**src/sv/csfw_pkg.sv**
```systemverilog
// Package for the counting semaphore with FIFO waiters.
// Holds status codes, controller states, command struct and default sizes.
// No dependencies.
package csfw_pkg;

  // Default sizes handed to the top-level parameters
  localparam int QUEUE_DEPTH_DEF  = 16;
  localparam int TASK_ID_BITS_DEF = 8;

  // Permit counter limits
  localparam int          PERMIT_BITS  = 8;
  localparam logic [7:0]  PERMIT_MAX   = 8'hFF;
  localparam logic [7:0]  PERMIT_RESET = 8'd1;

  // Request kinds
  localparam logic MODE_ACQUIRE = 1'b0;
  localparam logic MODE_RELEASE = 1'b1;

  // Result codes
  typedef enum logic [2:0] {
    ST_GRANTED   = 3'd0,
    ST_QUEUED    = 3'd1,
    ST_FULL      = 3'd2,
    ST_IDLE      = 3'd3,
    ST_HANDOFF   = 3'd4,
    ST_SATURATED = 3'd5
  } status_t;

  // Controller states
  typedef enum logic {
    S_WAIT_REQ = 1'b0,
    S_EXEC     = 1'b1
  } ctrl_state_t;

  // Controller to datapath commands
  typedef struct packed {
    logic capture;  // latch the incoming request
    logic commit;   // execute the request and load the result register
  } csfw_cmd_t;

endpackage

```
**src/sv/csfw_if.sv**
```systemverilog
// Request and result channel interfaces (valid/ready handshake).
// Depends on csfw_pkg.
interface csfw_req_if #(
  parameter int TASK_ID_BITS = csfw_pkg::TASK_ID_BITS_DEF
);
  logic                    valid;
  logic                    ready;
  logic                    mode;
  logic [TASK_ID_BITS-1:0] task_id;

  modport source (output valid, output mode, output task_id, input ready);
  modport sink   (input valid, input mode, input task_id, output ready);
endinterface

interface csfw_rsp_if #(
  parameter int TASK_ID_BITS = csfw_pkg::TASK_ID_BITS_DEF,
  parameter int QUEUE_DEPTH  = csfw_pkg::QUEUE_DEPTH_DEF
);
  localparam int CNT_W = $clog2(QUEUE_DEPTH + 1);

  logic                          valid;
  logic                          ready;
  csfw_pkg::status_t             status;
  logic                          grant_valid;
  logic [TASK_ID_BITS-1:0]       granted_task;
  logic [csfw_pkg::PERMIT_BITS-1:0] permits_now;
  logic [CNT_W-1:0]              waiters_now;

  modport source (output valid, output status, output grant_valid, output granted_task,
                  output permits_now, output waiters_now, input ready);
  modport sink   (input valid, input status, input grant_valid, input granted_task,
                  input permits_now, input waiters_now, output ready);
endinterface

```
**src/sv/counting_semaphore_fifo_waiters.sv**
```systemverilog
// Counting semaphore with first-in-first-out hand-off. Each request is an acquire
// (mode 0) or a release (mode 1) with a task id, and yields exactly one result. An
// acquire takes a free permit, else joins the wait queue, else is rejected when the
// queue is full; a release hands its permit to the oldest waiter or raises the count,
// which saturates at 255. Writing cfg_wdata with cfg_we reloads the permit count
// (reset value 1) and keeps the queue. A request is taken in (S_WAIT_REQ) and then
// executed (S_EXEC), with the head waiter from the registered read of the wait-queue
// RAM at the head pointer; execution waits while an earlier result is still unread.
// Depends on csfw_pkg, csfw_if, csfw_ctrl, csfw_dpath and csfw_ram.
module counting_semaphore_fifo_waiters #(
  parameter int QUEUE_DEPTH  = csfw_pkg::QUEUE_DEPTH_DEF,
  parameter int TASK_ID_BITS = csfw_pkg::TASK_ID_BITS_DEF
) (
  input  logic                             clk,
  input  logic                             rst,
  input  logic                             cfg_we,
  input  logic [csfw_pkg::PERMIT_BITS-1:0] cfg_wdata,
  csfw_req_if.sink                         req,
  csfw_rsp_if.source                       rsp
);
  import csfw_pkg::*;

  csfw_cmd_t cmd;

  csfw_ctrl u_ctrl (
    .clk       (clk),
    .rst       (rst),
    .in_valid  (req.valid),
    .in_ready  (req.ready),
    .out_valid (rsp.valid),
    .out_ready (rsp.ready),
    .cmd       (cmd)
  );

  csfw_dpath #(
    .QUEUE_DEPTH  (QUEUE_DEPTH),
    .TASK_ID_BITS (TASK_ID_BITS)
  ) u_dpath (
    .clk          (clk),
    .rst          (rst),
    .cmd          (cmd),
    .cfg_we       (cfg_we),
    .cfg_wdata    (cfg_wdata),
    .in_mode      (req.mode),
    .in_task_id   (req.task_id),
    .status       (rsp.status),
    .grant_valid  (rsp.grant_valid),
    .granted_task (rsp.granted_task),
    .permits_now  (rsp.permits_now),
    .waiters_now  (rsp.waiters_now)
  );

endmodule

```
**src/sv/csfw_ram.sv**
```systemverilog
// Generic single-write, single-read RAM with registered read data.
// No dependencies.
module csfw_ram #(
  parameter int WIDTH = 8,
  parameter int DEPTH = 16
) (
  input  logic                     clk,
  input  logic                     we,
  input  logic [$clog2(DEPTH)-1:0] waddr,
  input  logic [WIDTH-1:0]         wdata,
  input  logic [$clog2(DEPTH)-1:0] raddr,
  output logic [WIDTH-1:0]         rdata
);

  logic [WIDTH-1:0] mem [DEPTH];

  always_ff @(posedge clk) begin
    if (we) begin
      mem[waddr] <= wdata;
    end
    rdata <= mem[raddr];
  end

endmodule

```
**src/sv/csfw_ctrl.sv**
```systemverilog
// Controller for the semaphore: request handshake, execute step, result valid.
// Depends on csfw_pkg.
module csfw_ctrl (
  input  logic                clk,
  input  logic                rst,
  input  logic                in_valid,
  output logic                in_ready,
  output logic                out_valid,
  input  logic                out_ready,
  output csfw_pkg::csfw_cmd_t cmd
);
  import csfw_pkg::*;

  ctrl_state_t state, state_next;
  logic        out_valid_next;

  // State and result-valid registers
  always_ff @(posedge clk) begin
    if (rst) begin
      state     <= S_WAIT_REQ;
      out_valid <= 1'b0;
    end else begin
      state     <= state_next;
      out_valid <= out_valid_next;
    end
  end

  // Next state and commands
  always_comb begin
    state_next  = state;
    in_ready    = 1'b0;
    cmd.capture = 1'b0;
    cmd.commit  = 1'b0;
    case (state)
      S_WAIT_REQ: begin
        in_ready = 1'b1;
        if (in_valid) begin
          cmd.capture = 1'b1;
          state_next  = S_EXEC;
        end
      end
      S_EXEC: begin
        // execute only when the result register is free or draining
        if (!out_valid || out_ready) begin
          cmd.commit = 1'b1;
          state_next = S_WAIT_REQ;
        end
      end
      default: state_next = S_WAIT_REQ;
    endcase
  end

  // Result valid: set on commit, cleared when taken
  always_comb begin
    if (cmd.commit) begin
      out_valid_next = 1'b1;
    end else if (out_ready) begin
      out_valid_next = 1'b0;
    end else begin
      out_valid_next = out_valid;
    end
  end

endmodule

```
**src/sv/csfw_dpath.sv**
```systemverilog
// Datapath: permit counter, wait-queue pointers and count, queue RAM, result register.
// Depends on csfw_pkg and csfw_ram.
module csfw_dpath #(
  parameter int QUEUE_DEPTH  = csfw_pkg::QUEUE_DEPTH_DEF,
  parameter int TASK_ID_BITS = csfw_pkg::TASK_ID_BITS_DEF
) (
  input  logic                                clk,
  input  logic                                rst,
  input  csfw_pkg::csfw_cmd_t                 cmd,
  input  logic                                cfg_we,
  input  logic [csfw_pkg::PERMIT_BITS-1:0]    cfg_wdata,
  input  logic                                in_mode,
  input  logic [TASK_ID_BITS-1:0]             in_task_id,
  output csfw_pkg::status_t                   status,
  output logic                                grant_valid,
  output logic [TASK_ID_BITS-1:0]             granted_task,
  output logic [csfw_pkg::PERMIT_BITS-1:0]    permits_now,
  output logic [$clog2(QUEUE_DEPTH+1)-1:0]    waiters_now
);
  import csfw_pkg::*;

  localparam int PTR_W = $clog2(QUEUE_DEPTH);
  localparam int CNT_W = $clog2(QUEUE_DEPTH + 1);
  localparam logic [PTR_W-1:0] PTR_LAST = PTR_W'(QUEUE_DEPTH - 1);
  localparam logic [CNT_W-1:0] CNT_FULL = CNT_W'(QUEUE_DEPTH);

  logic                    item_mode;
  logic [TASK_ID_BITS-1:0] item_task;
  logic [PERMIT_BITS-1:0]  permit_count, permit_next;
  logic [PTR_W-1:0]        head_pointer, head_next;
  logic [PTR_W-1:0]        tail_pointer, tail_next;
  logic [CNT_W-1:0]        waiter_count, waiter_next;
  logic [TASK_ID_BITS-1:0] head_task;
  logic                    push;
  status_t                 status_next;
  logic                    grant_next;
  logic [TASK_ID_BITS-1:0] granted_next;

  // Latched request
  always_ff @(posedge clk) begin
    if (cmd.capture) begin
      item_mode <= in_mode;
      item_task <= in_task_id;
    end
  end

  // Wait queue storage; read port always follows the head
  csfw_ram #(
    .WIDTH (TASK_ID_BITS),
    .DEPTH (QUEUE_DEPTH)
  ) u_queue (
    .clk   (clk),
    .we    (push),
    .waddr (tail_pointer),
    .wdata (item_task),
    .raddr (head_pointer),
    .rdata (head_task)
  );

  // Execute one request
  always_comb begin
    permit_next  = permit_count;
    head_next    = head_pointer;
    tail_next    = tail_pointer;
    waiter_next  = waiter_count;
    push         = 1'b0;
    grant_next   = 1'b0;
    granted_next = '0;
    status_next  = ST_GRANTED;
    if (item_mode == MODE_ACQUIRE) begin
      if (permit_count != '0) begin
        permit_next  = permit_count - 1'b1;
        grant_next   = 1'b1;
        granted_next = item_task;
        status_next  = ST_GRANTED;
      end else if (waiter_count == CNT_FULL) begin
        status_next = ST_FULL;
      end else begin
        push        = cmd.commit;
        tail_next   = (tail_pointer == PTR_LAST) ? '0 : tail_pointer + 1'b1;
        waiter_next = waiter_count + 1'b1;
        status_next = ST_QUEUED;
      end
    end else begin
      if (waiter_count != '0) begin
        // hand the permit to the oldest waiter
        head_next    = (head_pointer == PTR_LAST) ? '0 : head_pointer + 1'b1;
        waiter_next  = waiter_count - 1'b1;
        grant_next   = 1'b1;
        granted_next = head_task;
        status_next  = ST_HANDOFF;
      end else if (permit_count == PERMIT_MAX) begin
        status_next = ST_SATURATED;
      end else begin
        permit_next = permit_count + 1'b1;
        status_next = ST_IDLE;
      end
    end
  end

  // Semaphore state
  always_ff @(posedge clk) begin
    if (rst) begin
      permit_count <= PERMIT_RESET;
      head_pointer <= '0;
      tail_pointer <= '0;
      waiter_count <= '0;
    end else begin
      if (cfg_we) begin
        permit_count <= cfg_wdata;
      end else if (cmd.commit) begin
        permit_count <= permit_next;
      end
      if (cmd.commit) begin
        head_pointer <= head_next;
        tail_pointer <= tail_next;
        waiter_count <= waiter_next;
      end
    end
  end

  // Result register
  always_ff @(posedge clk) begin
    if (cmd.commit) begin
      status       <= status_next;
      grant_valid  <= grant_next;
      granted_task <= granted_next;
      permits_now  <= permit_next;
      waiters_now  <= waiter_next;
    end
  end

endmodule

```
**src/flat_wrapper.sv**
```systemverilog
// flat-port wrapper written by rule: the top's interface ports become plain ports
module counting_semaphore_fifo_waiters_flat import csfw_pkg::*;
#(
  parameter int QUEUE_DEPTH  = csfw_pkg::QUEUE_DEPTH_DEF,
  parameter int TASK_ID_BITS = csfw_pkg::TASK_ID_BITS_DEF
)
  (clk, rst, cfg_we, cfg_wdata, req_valid, req_mode, req_task_id, req_ready, rsp_valid, rsp_status, rsp_grant_valid, rsp_granted_task, rsp_permits_now, rsp_waiters_now, rsp_ready);
  csfw_req_if #(.TASK_ID_BITS(TASK_ID_BITS)) req_i ();
  csfw_rsp_if #(.TASK_ID_BITS(TASK_ID_BITS), .QUEUE_DEPTH(QUEUE_DEPTH)) rsp_i ();
  input  logic clk;
  input  logic rst;
  input  logic cfg_we;
  input  logic [csfw_pkg::PERMIT_BITS-1:0] cfg_wdata;
  input wire logic [$bits(req_i.valid)-1:0] req_valid;
  input wire logic [$bits(req_i.mode)-1:0] req_mode;
  input wire logic [$bits(req_i.task_id)-1:0] req_task_id;
  output wire logic [$bits(req_i.ready)-1:0] req_ready;
  output wire logic [$bits(rsp_i.valid)-1:0] rsp_valid;
  output wire logic [$bits(rsp_i.status)-1:0] rsp_status;
  output wire logic [$bits(rsp_i.grant_valid)-1:0] rsp_grant_valid;
  output wire logic [$bits(rsp_i.granted_task)-1:0] rsp_granted_task;
  output wire logic [$bits(rsp_i.permits_now)-1:0] rsp_permits_now;
  output wire logic [$bits(rsp_i.waiters_now)-1:0] rsp_waiters_now;
  input wire logic [$bits(rsp_i.ready)-1:0] rsp_ready;
  assign req_i.valid = req_valid;
  assign req_i.mode = req_mode;
  assign req_i.task_id = req_task_id;
  assign req_ready = req_i.ready;
  assign rsp_valid = rsp_i.valid;
  assign rsp_status = rsp_i.status;
  assign rsp_grant_valid = rsp_i.grant_valid;
  assign rsp_granted_task = rsp_i.granted_task;
  assign rsp_permits_now = rsp_i.permits_now;
  assign rsp_waiters_now = rsp_i.waiters_now;
  assign rsp_i.ready = rsp_ready;
  counting_semaphore_fifo_waiters #(.QUEUE_DEPTH(QUEUE_DEPTH), .TASK_ID_BITS(TASK_ID_BITS)) u_core (.clk(clk), .rst(rst), .cfg_we(cfg_we), .cfg_wdata(cfg_wdata), .req(req_i), .rsp(rsp_i));
endmodule
```
**config.mk**
```make
export PLATFORM = sky130hd
export DESIGN_NAME = counting_semaphore_fifo_waiters_flat
export DESIGN_NICKNAME = d
export VERILOG_FILES = /design/src/sv/csfw_pkg.sv /design/src/sv/csfw_if.sv /design/src/sv/counting_semaphore_fifo_waiters.sv /design/src/sv/csfw_ram.sv /design/src/sv/csfw_ctrl.sv /design/src/sv/csfw_dpath.sv /design/src/flat_wrapper.sv
export SDC_FILE = /design/constraint.sdc
export NUM_CORES = 1
export LEC_CHECK = 0
export BUFFER_PORTS_ARGS = -buffer_cell sky130_fd_sc_hd__buf_2
export CAP_MARGIN = 20
export CORE_MARGIN = 2
export CORE_UTILIZATION = 55
export CTS_CLUSTER_SIZE = 24
export DETAILED_ROUTE_END_ITERATION = 8
export GPL_ROUTABILITY_DRIVEN = 0
export GPL_TIMING_DRIVEN = 0
export PLACE_DENSITY_LB_ADDON = 0.15
export SLEW_MARGIN = 20
export SYNTH_ARGS = -nofsm -noshare
export SYNTH_HDL_FRONTEND = slang
export SYNTH_HIERARCHICAL = 1
export SYNTH_SLANG_ARGS = --single-unit
```
**constraint.sdc**
```tcl
create_clock -name clk -period 3.1 [get_ports clk]
set_input_delay 0.62 -clock clk [delete_from_list [all_inputs] [get_ports clk]]
set_output_delay 0.62 -clock clk [all_outputs]
set_load 0.01 [all_outputs]
```
* Word level (Yosys, flattened, before mapping)
Memories as Yosys holds them, arrays and structs flattened. A register that Yosys moved wholly into a read port is not among the register bits.
Index checks and enable logic that the tools add are counted.
** Word-level totals
- Flip-flop bits (word level) :: 57
- Memory bits (writable) :: 128
- Input bits :: 22
- Logic and storage cells :: 73
- Memories :: 1
** Memory list
- u_core.u_dpath.u_queue.mem :: depth 16, width 8, rd ports 1, clocked after memory_dff 1, write ports 1, line csfw_ram.sv:15 : logic [WIDTH-1:0] mem [DEPTH];
** Operators by class
- Add/subtract/negate cells :: 6
- Equality and inequality tests :: 4
- Multiplexer cells :: 37
- Bitwise operators :: 4
- Reductions and logical operators :: 8
** Operators by type and width (count)
- 2-to-1 mux 8 bit :: 9
- 2-to-1 mux 5 bit :: 4
- 2-to-1 mux 1 bit :: 16
- 2-to-1 mux 3 bit :: 3
- adder 4 x 1 -> 4 bit (second input constant) :: 2
- adder 8 x 1 -> 8 bit (second input constant) :: 1
- == test 4 bit (second input constant) :: 2
- == test 8 bit (second input constant) :: 1
- 2-to-1 mux 4 bit :: 2
- nonzero test 8 bit :: 1
- subtractor 8 x 1 -> 8 bit (second input constant) :: 1
- adder 5 x 1 -> 5 bit (second input constant) :: 1
- == test 5 bit (second input constant) :: 1
- nonzero test 5 bit :: 1
- subtractor 5 x 1 -> 5 bit (second input constant) :: 1
- 2-to-1 mux 2 bit :: 2
- inverter 1 bit :: 4
- AND reduction 4 bit :: 1
- nonzero test 2 bit :: 2
- AND reduction 3 bit :: 1
- case mux 1 bit (2 select lines) :: 1
- logical NOT 1 bit :: 1
- logical OR 1 bit :: 1

* Logic depth before layout (Yosys ltp)
Gate-level depths: netlist of the first run.
- Word-level depth :: 9
- Mapped depth :: 10
- Depth with buffers taken out :: 8

* Cells and area by module
Netlist of the first run, hierarchy kept.
** Modules (own cells, without submodules)
- csfw_ram :: times used 1, cells an instance 229, area each 5147.4 um^2
- csfw_dpath :: times used 1, cells an instance 291, area each 2877.8 um^2
- csfw_ctrl :: times used 1, cells an instance 10, area each 95.1 um^2

* Least setup slack after synthesis of the first run
Ideal clock, no wire load.
- Path type :: register to register
- Start :: reg u_core.u_dpath.permit_count[0]
- End :: mem u_core.u_dpath.u_queue.mem[0][0] (enable)
- Setup time :: 0.383 ns
- Arrival time :: 2.809 ns
- Setup slack :: -0.092 ns
- Cell stages (with the launch flop) :: 9
- Path buffers :: 0
- Period minus slack after synthesis :: 3.192 ns
- Path through :: dfxtp_1 > inv_1 > ha_1 > or3b_2 > nor4_4 > nand2_2 > inv_1 > or3b_2 > nor3_1
** On the way
- Longest elaborated chain between the ends :: 5
** Ends and longest elaborated chain
- from (decl) :: line csfw_dpath.sv:29 : logic [PERMIT_BITS-1:0] permit_count, permit_next;
- from (signal assigned) :: line csfw_dpath.sv:110 : permit_count <= cfg_wdata;
- from (signal assigned) :: line csfw_dpath.sv:112 : permit_count <= permit_next;
- nonzero test 8 bit :: line csfw_dpath.sv:71 : if (permit_count != '0) begin
- 2-to-1 mux 1 bit :: line csfw_dpath.sv:71
- 2-to-1 mux 1 bit :: line csfw_dpath.sv:70 : if (item_mode == MODE_ACQUIRE) begin
- net u_core.u_dpath.push :: line csfw_dpath.sv:34 : logic push;
- 2-to-1 mux 1 bit :: line csfw_ram.sv:18 : if (we) begin
- 2-to-1 mux 1 bit (not written as such) :: line csfw_ram.sv:19 : mem[waddr] <= wdata;
- to (decl) :: line csfw_ram.sv:15
The timed path passes the listed nets, and every way through them passes these cells.

* Worst setup path after layout of the first run
- Start :: reg u_core.u_dpath.permit_count[0]
- End :: mem u_core.u_dpath.u_queue.mem[6][2] (enable)
Same word-level chain as after synthesis.

==> key figures, run 1 <==
Outcome
  – Status: finished, final reports clean

Route
  – Drt wl/cell: 21.1 um
  – DR vias/cell: 6.20
  – Antenna viol nets, final: 0
  – Post-route DRC violation count: 0
  – Met1 wire length: 6990 um
  – 1st-iter DRT viols: 368
  – Routed Wire Length: 16800 um
  – DR top layer: met4
  – First-pass detailed-route iteration total: 5
  – Via Count: 4938
  – WL met2: 8590 um
  – DR WL met3: 820 um

Critical path
  – Critical path origin: u_core/u_dpath/permit_count[0]
  – Launching point of the worst reg2reg path: u_core/u_dpath/permit_count[0]
  – Worst Setup EP: u_core/u_dpath/u_queue/mem[6][2]
  – Flop2flop setup slack: 0.04 ns
  – CP max stage delay: 0.66 ns
  – Worst EP required: 3.16 ns
  – Levels on crit path: 8
  – Crit Path Max Fanout: 8
  – Worst r2r dst: u_core/u_dpath/u_queue/mem[6][2]
  – Critical Path AT: 3.12 ns
  – Worst setup SP type: flip-flop
  – Top delay family on crit path: simple AND/OR/NAND/NOR gates
  – Crit Path Class: reg -> reg
  – Worst Setup End Kind: flip-flop
  – CP bufs+invs: 2
  – Worst-path cell chain: inv_2 > ha_1 > or3b_4 > nor4_4 > nand2_2 > inv_1 > nand3b_1 > nor2_1
  – Worst path slowest cell: nor2_1
  – R2R cell count: 8

Worst hold path
  – WHS Path Cells: 1
  – HP Class: in -> reg

Synth
  – Syn Nets: 559
  – YS warnings: 6
  – Combinational family with the most area after synthesis: multiplexers
  – Synth area leaders: edfxtp_1 (60%), dfxtp_1 (7.6%), mux4_2 (5.0%)
  – Synth top area share: 59.9%
  – Seq/Total Area, Yosys: 67.6%
  – Synth area leader: edfxtp_1
  – EDFF count, synth: 162
  – Prevailing post-synth register cell: edfxtp_1
  – Simple logic cell fraction of the synthesized area: 9.51%
  – Synth Area in Adders: 1.08%
  – #FFs+latches synth: 193
  – Syn Area/Cell: 15.3 um2
  – Post-synthesis cell count: 530
  – Post-synthesis compound-gate area fraction: 7.86%
  – Synth unique cells: 65
  – Synthesized cell area: 8120 um2
  – Mux cell area share after synthesis: 10.7%
  – Post-synth ARST share: 0%
  – Xor/xnor cell area share of the yosys netlist: 0.647%

Clock network
  – # H-tree levels: 4
  – Clk_lat worst skew: 0.43 ns
  – Sink Count: 193
  – Clk root buf: clkbuf_16
  – CTS buffer count: 17
  – CTS tree: yes
  – Clock tree buffer depth: 2
  – Reg clk slew, reported paths: 0.07 ns

Global routing
  – Antenna violations before repair: 0
  – Vias in the first global route: 4817
  – Global-route wire length before repair: 26300 um
  – Total gr overflow: 0
  – Tot GR Track Use: 22.0%
  – Largest net degree at the start of global routing: 27

STA
  – Final hold viol count: 0
  – Max-slew violations: 0
  – Fmax: 326 MHz
  – RSZ-0062 raised after global routing: yes
  – Finish-stage setup viols: 0
  – Slew margin rel.: 38.5%
  – Worst-Margin Slew: 0.923 ns
  – Fin crit period: 3.06 ns
  – Fin Clk Skew: 0.00960 ns
  – Final worst path period share: 98.9%
  – Final WS setup: 0.0355 ns

Cells and area
  – Layout cell share with drive strength beyond 1: 23.2%
  – Fill count: 1023
  – Nets: 628
  – Area grow syn2layout: 15.1%
  – Final non-filler cell total: 796
  – ANT cells: 0
  – Design Area, Final: 9350 um2

Placed design
  – Dpl ws: -0.718 ns
  – I/O Buffers: 47
  – Placed wire-length estimate: 11000 um
  – Post-DP Area: 8610 um2
  – Placed cell count: 761

Power and ir drop
  – Pleak: 3.12 nW
  – VDD IR max: 0.000456 V
  – PD cells: 590 nW/um2

Die
  – Initial Utilization: 56.1%
  – Die X: 126 um
  – Core box area: 14500 um2
  – Row cnt: 44
  – Die Area: 15800 um2
  – Die height: 126 um
  – IO Pins: 49

Job
  – MaxCap Viol Count: 0
==> power by group <==
| part | switching, W | leakage [nW] | internal, W |
|---|---|---|---|
| logic | 0.000175 | 1.09 | 0.000110 |
| registers | 0.0000493 | 1.73 | 0.00286 |
| clock network | 0.000951 | 0.306 | 0.00137 |
==> registers in the layout, indices dropped and copies added, names as in the netlist <==
| name | count |
|---|---|
| u_core/u_dpath/item_task | 8 |
| u_core/u_dpath/permit_count | 8 |
| u_core/u_dpath/u_queue/mem | 128 |
| u_core/u_dpath/granted_task | 8 |
| u_core/u_dpath/tail_pointer | 4 |
| u_core/u_dpath/status | 3 |
| u_core/u_ctrl/state | 1 |
| u_core/u_ctrl/out_valid | 1 |
| u_core/u_dpath/waiter_count | 5 |
| u_core/u_dpath/head_pointer | 4 |
| u_core/u_dpath/waiters_now | 5 |
| u_core/u_dpath/u_queue/rdata | 8 |
| u_core/u_dpath/item_mode | 1 |
| u_core/u_dpath/grant_valid | 1 |
| u_core/u_dpath/permits_now | 8 |
==> per-layer routing <==
metal  global-route usage [%]  vias up
met5                        0        -
met4                     8.95        0
met3                     3.77       35
met2                     37.8      178
met1                     27.9     2478
li1                         -     2247
==> placed cells by master, fill, tap and decap left out, types with 7 or more instances in the layout <==
master	netlist	routed
nand3_1	16	16
buf_2	6	53
nand2_1	33	33
mux4_1	14	14
nor2_1	39	29
ha_1	7	7
mux4_2	18	18
a22oi_1	17	17
a22o_1	8	8
clkbuf_1	15	16
a21oi_1	25	25
dfxtp_1	31	31
inv_1	12	11
clkbuf_16	0	17
nor3_1	15	11
edfxtp_1	162	162
o21ai_0	12	12
==> final cells by class <==
type	count	area, um2	share of cell area [%]
multi-input cells	294	2500	26.7
clock buffers	18	429	4.59
well taps	184	230	2.46
plain buffers	30	169	1.81
repair buffers	50	283	3.03
flip-flops and latches	193	5490	58.7
clock inverters	14	203	2.17
inverters	13	48.8	0.522
==> what timing repair did <==
action	4_1_cts	5_1_grt
buffers inserted	2	1
cloned	0	0
hold buffers	0	0
pin swaps	2	1
setup endpoints to repair	128	75
gates resized for setup	13	6
==> kinds of logic after synthesis <==
kind of cell,after synthesis
AO/OA/AOI/OAI,94
XOR/XNOR,6
adder cells (fa/ha/maj),7
buffers and inverters,43
flip-flops,193
multiplexers,41
AND/OR/NAND/NOR,146
==> synth_stat cells, types with 3 or more instances <==
| master | n |
|---|---|
| a21oi_1 | 25 |
| a22o_1 | 8 |
| a22oi_1 | 17 |
| a31oi_1 | 5 |
| and3_1 | 4 |
| buf_2 | 6 |
| buf_6 | 3 |
| clkbuf_1 | 15 |
| clkdlybuf4s25_2 | 3 |
| dfxtp_1 | 31 |
| edfxtp_1 | 162 |
| ha_1 | 7 |
| inv_1 | 12 |
| mux2_2 | 3 |
| mux2i_1 | 6 |
| mux4_1 | 14 |
| mux4_2 | 18 |
| nand2_1 | 33 |
| nand2b_1 | 5 |
| nand3_1 | 16 |
| nand4_1 | 3 |
| nor2_1 | 39 |
| nor3_1 | 15 |
| nor3b_1 | 4 |
| o211ai_1 | 3 |
| o21a_1 | 3 |
| o21ai_0 | 12 |
| o2bb2ai_1 | 4 |
| or3b_2 | 3 |
| or4_1 | 3 |
| xnor2_1 | 3 |
| xor2_1 | 3 |
==> through the flow <==
step | total power [W] | hold slack [ns] | TNS, ns | utilization (%)
after detailed placement | 0.00325 | 0.519 | -55.77 | 59.4
final | 0.00551 | 0.365 | 0 | 64.6
after global routing | 0.00568 | 0.354 | -4.52 | 64.6
after global placement | 0.00324 | 0.486 | -44.25 | 59.3
after floorplan | 0.00314 | 0.485 | 0 | -
after CTS | 0.00554 | 0.349 | -0.191 | 64.3
==> worst min-delay path by stage <==
stage                                      to                             from  slack, ns
2_1_floorplan  u_core/u_dpath/head_pointer[0]   u_core/u_dpath/head_pointer[0]       0.49
3_3_place_gp          u_core/u_ctrl/out_valid              u_core/u_ctrl/state       0.49
3_5_place_dp   u_core/u_dpath/granted_task[5]  u_core/u_dpath/u_queue/rdata[5]       0.52
4_1_cts           u_core/u_dpath/item_task[7]                   req_task_id[7]       0.35
5_1_grt           u_core/u_dpath/item_task[3]                   req_task_id[3]       0.35
6_report          u_core/u_dpath/item_task[6]                   req_task_id[6]       0.37
Note: power is estimated with default switching activity, not from simulation.
==> run 2: changes to the inputs <==
--- a/config.mk
+++ b/config.mk
@@ -13,6 +13,7 @@
 export DETAILED_ROUTE_END_ITERATION = 8
 export GPL_ROUTABILITY_DRIVEN = 0
 export GPL_TIMING_DRIVEN = 0
+export MAX_ROUTING_LAYER = met4
 export PLACE_DENSITY_LB_ADDON = 0.15
 export SLEW_MARGIN = 20
 export SYNTH_ARGS = -nofsm -noshare
==> run 2 against run 1 <==
  * Global-route usage is 0.69 points higher
  * Core utilization stayed put
  * Critical path depth is the same
  * Die area is the same
  * Flip-flop and latch count stayed put
  * Sequential power hardly changed
  * Combinational power about the same
  * Clock-buffer cell count unchanged
  * Clock skew rose by 0.0011 ns
  * Routed wire length is 0.35% higher
  * Largest power group unchanged
==> key figures, run 2 (synthesis gave the netlist of run 1 again) <==
Power and ir drop
  – VDD IR max: 0.000459 V (+0.46%)
  – Sequential fraction of design power: 52.8% (about the same)
  – Switching share of power: 21.4% (+0.039 points)
  – Clock Power Share: 42.1% (about the same)
  – Overall power: 0.00551 W (about the same)
  – Switching pwr: 0.00118 W (+0.22%)
  – PD cells: 590 nW/um2 (about the same)
  – Pleak: 3.12 nW (unchanged)
  – Logic pwr share: 5.2% (about the same)
  – Int Pwr: 0.00434 W (about the same)

Cells and area
  – Biggest register: u_core/u_dpath/u_queue/mem
  – Area grow syn2layout: 15.1% (unchanged)
  – Commonest non-fill, non-tap cell in the layout: edfxtp_1
  – Design Area, Final: 9350 um2 (unchanged)
  – ANT cells: 0 (unchanged)
  – Reg area: 5490 um2 (unchanged)
  – Fill count: 1023 (unchanged)
  – Layout cell share with drive strength beyond 1: 23.2% (unchanged)
  – Util after Layout: 64.6% (unchanged)
  – Commonest non-fill, non-tap cells in the layout: edfxtp_1 (162), buf_2 (53), nand2_1 (33)
  – Max reg flops: 128 (unchanged)
  – Nets: 628 (unchanged)
  – Multi-input gate area: 2500 um2 (unchanged)

Critical path
  – Worst r2r dst: u_core/u_dpath/u_queue/mem[8][2]
  – Crit Path Max Fanout: 8 (unchanged)
  – Worst setup SP type: flip-flop
  – Worst Setup EP: u_core/u_dpath/u_queue/mem[8][2]
  – Launching point of the worst reg2reg path: u_core/u_dpath/permit_count[0]
  – Worst EP required: 3.16 ns (about the same)
  – Critical Path AT: 3.13 ns (about the same)
  – R2R cell count: 8 (unchanged)
  – Crit Path Class: reg -> reg
  – Flop2flop setup slack: 0.03 ns (about the same)
  – Worst Setup End Kind: flip-flop
  – Critical path origin: u_core/u_dpath/permit_count[0]

STA
  – Max-slew violations: 0 (unchanged)
  – Fmax: 326 MHz (-0.18%)
  – Fin Clk Skew: 0.0107 ns (+0.00114 ns)
  – Finish-stage setup viols: 0 (unchanged)
  – Final setup TNS: 0 ns (unchanged)
  – Final hold viol count: 0 (unchanged)
  – RSZ-0062 raised after global routing: yes
  – Slew margin rel.: 40.9% (+2.5 points)
  – Fin crit period: 3.07 ns (+0.00566 ns)
  – Worst-Margin Slew: 0.886 ns (-0.0370 ns)
  – Final worst path period share: 99.0% (+0.18 points)

Global routing
  – Largest net degree at the start of global routing: 27 (unchanged)
  – Met1 usage: 28.1% (+0.18 points)
  – Global routing usage on met3: 3.72% (-0.043 points)
  – Global-route wire length before repair: 26300 um (about the same)
  – Vias in the first global route: 4797 (-0.42%)
  – Antenna violations before repair: 0 (unchanged)
  – Total gr overflow: 0 (unchanged)
  – Tot GR Track Use: 22.7% (+0.69 points)
  – Most Crowded Layer GR: met2
  – Met2 usage: 37.7% (-0.095 points)

Route
  – 1st-iter DRT viols: 409 (+11%)
  – DR vias/cell: 6.21 (+0.10%)
  – Post-route DRC violation count: 0 (unchanged)
  – Via Count: 4943 (+0.10%)
  – Antenna viol nets, final: 0 (unchanged)
  – First-pass detailed-route iteration total: 5 (unchanged)
  – Routed Wire Length: 16900 um (+0.35%)
  – Drt wl/cell: 21.2 um (+0.35%)

Clock network
  – # H-tree levels: 4 (unchanged)
  – Sink Count: 193 (unchanged)
  – # hold bufs at CTS: 0 (unchanged)
  – Reg clk slew, reported paths: 0.07 ns (about the same)
  – Clock tree buffer depth: 2 (unchanged)
  – CTS tree: yes
  – Clk_lat worst skew: 0.43 ns (about the same)
  – CTS buffer count: 17 (unchanged)
  – Clk root buf: clkbuf_16

Worst hold path
  – HP Class: in -> reg

Job
  – MaxCap Viol Count: 0 (unchanged)

Die
  – Die height: 126 um (unchanged)
  – Initial Utilization: 56.1% (unchanged)
  – Row cnt: 44 (unchanged)
  – Die X: 126 um (unchanged)
  – Die Area: 15800 um2 (unchanged)
  – IO Pins: 49 (unchanged)
  – Core box area: 14500 um2 (unchanged)

Placed design
  – Placed wire-length estimate: 11000 um (unchanged)
  – Post-DP Area: 8610 um2 (unchanged)
  – I/O Buffers: 47 (unchanged)

Outcome
  – Status: finished, final reports clean
==> run 2: cell counts in the layout (fill, tap and decap cells not counted) <==
Identical to the previous run, type by type.
==> run 2: metrics by stage <==
stage	worst slack (ns)	instances	hold WS, ns
floorplan	0.135	530	0.485
finish	0.0299	796	0.361
global placement	-0.609	761	0.486
detailed placement	-0.718	761	0.519
CTS	-0.0137	795	0.349
global route	-0.125	796	0.354
==> run 2: cell type report <==
type	count	share of cell area, %
buffer	30	1.81
clock buffer	18	4.59
clock inverter	14	2.17
inverter	13	0.522
multi-input combinational	294	26.7
sequential	193	58.7
tap	184	2.46
timing repair buffer	50	3.03
==> run 2: worst max-delay path, cell delays in order, from the launching register on <==
cell	delay (ns)
dfxtp_1	0.41
inv_2	0.13
ha_1	0.23
or3b_4	0.45
nor4_4	0.28
nand2_2	0.15
inv_1	0.18
nand3b_1	0.21
nor3_2	0.66
==> run 2: repair_timing <==
action / 4_1_cts / 5_1_grt
resized for setup: 13 / 6
setup buffers: 2 / 1
pin swaps: 2 / 1
endpoints found under the setup margin: 128 / 79
==> run 2: how the worst min path moves through the flow <==
stage,startpoint,end,cells after the start
finish,req_task_id[5],u_core/u_dpath/item_task[5],1
global route,req_task_id[3],u_core/u_dpath/item_task[3],1
CTS,req_task_id[7],u_core/u_dpath/item_task[7],1
detailed placement,u_core/u_dpath/u_queue/rdata[5],u_core/u_dpath/granted_task[5],1
global placement,u_core/u_ctrl/state,u_core/u_ctrl/out_valid,2
floorplan,u_core/u_dpath/head_pointer[0],u_core/u_dpath/head_pointer[0],2
==> run 2: power by group through the flow <==
stage	combinational (W)	clock (W)	sequential [W]
floorplan	0.000182	0	0.00296
global placement	0.000275	0	0.00296
detailed placement	0.000280	0	0.00297
CTS	0.000283	0.00235	0.00291
global route	0.000313	0.00245	0.00291
finish	0.000285	0.00232	0.00291
==> run 2: layer usage <==
metal  up-vias  part of all wire [%]
met2       164                    51
met1      2499                    42
met5         -                     0
met4         0                   2.5
met3        36                   4.5
li1       2244                     -
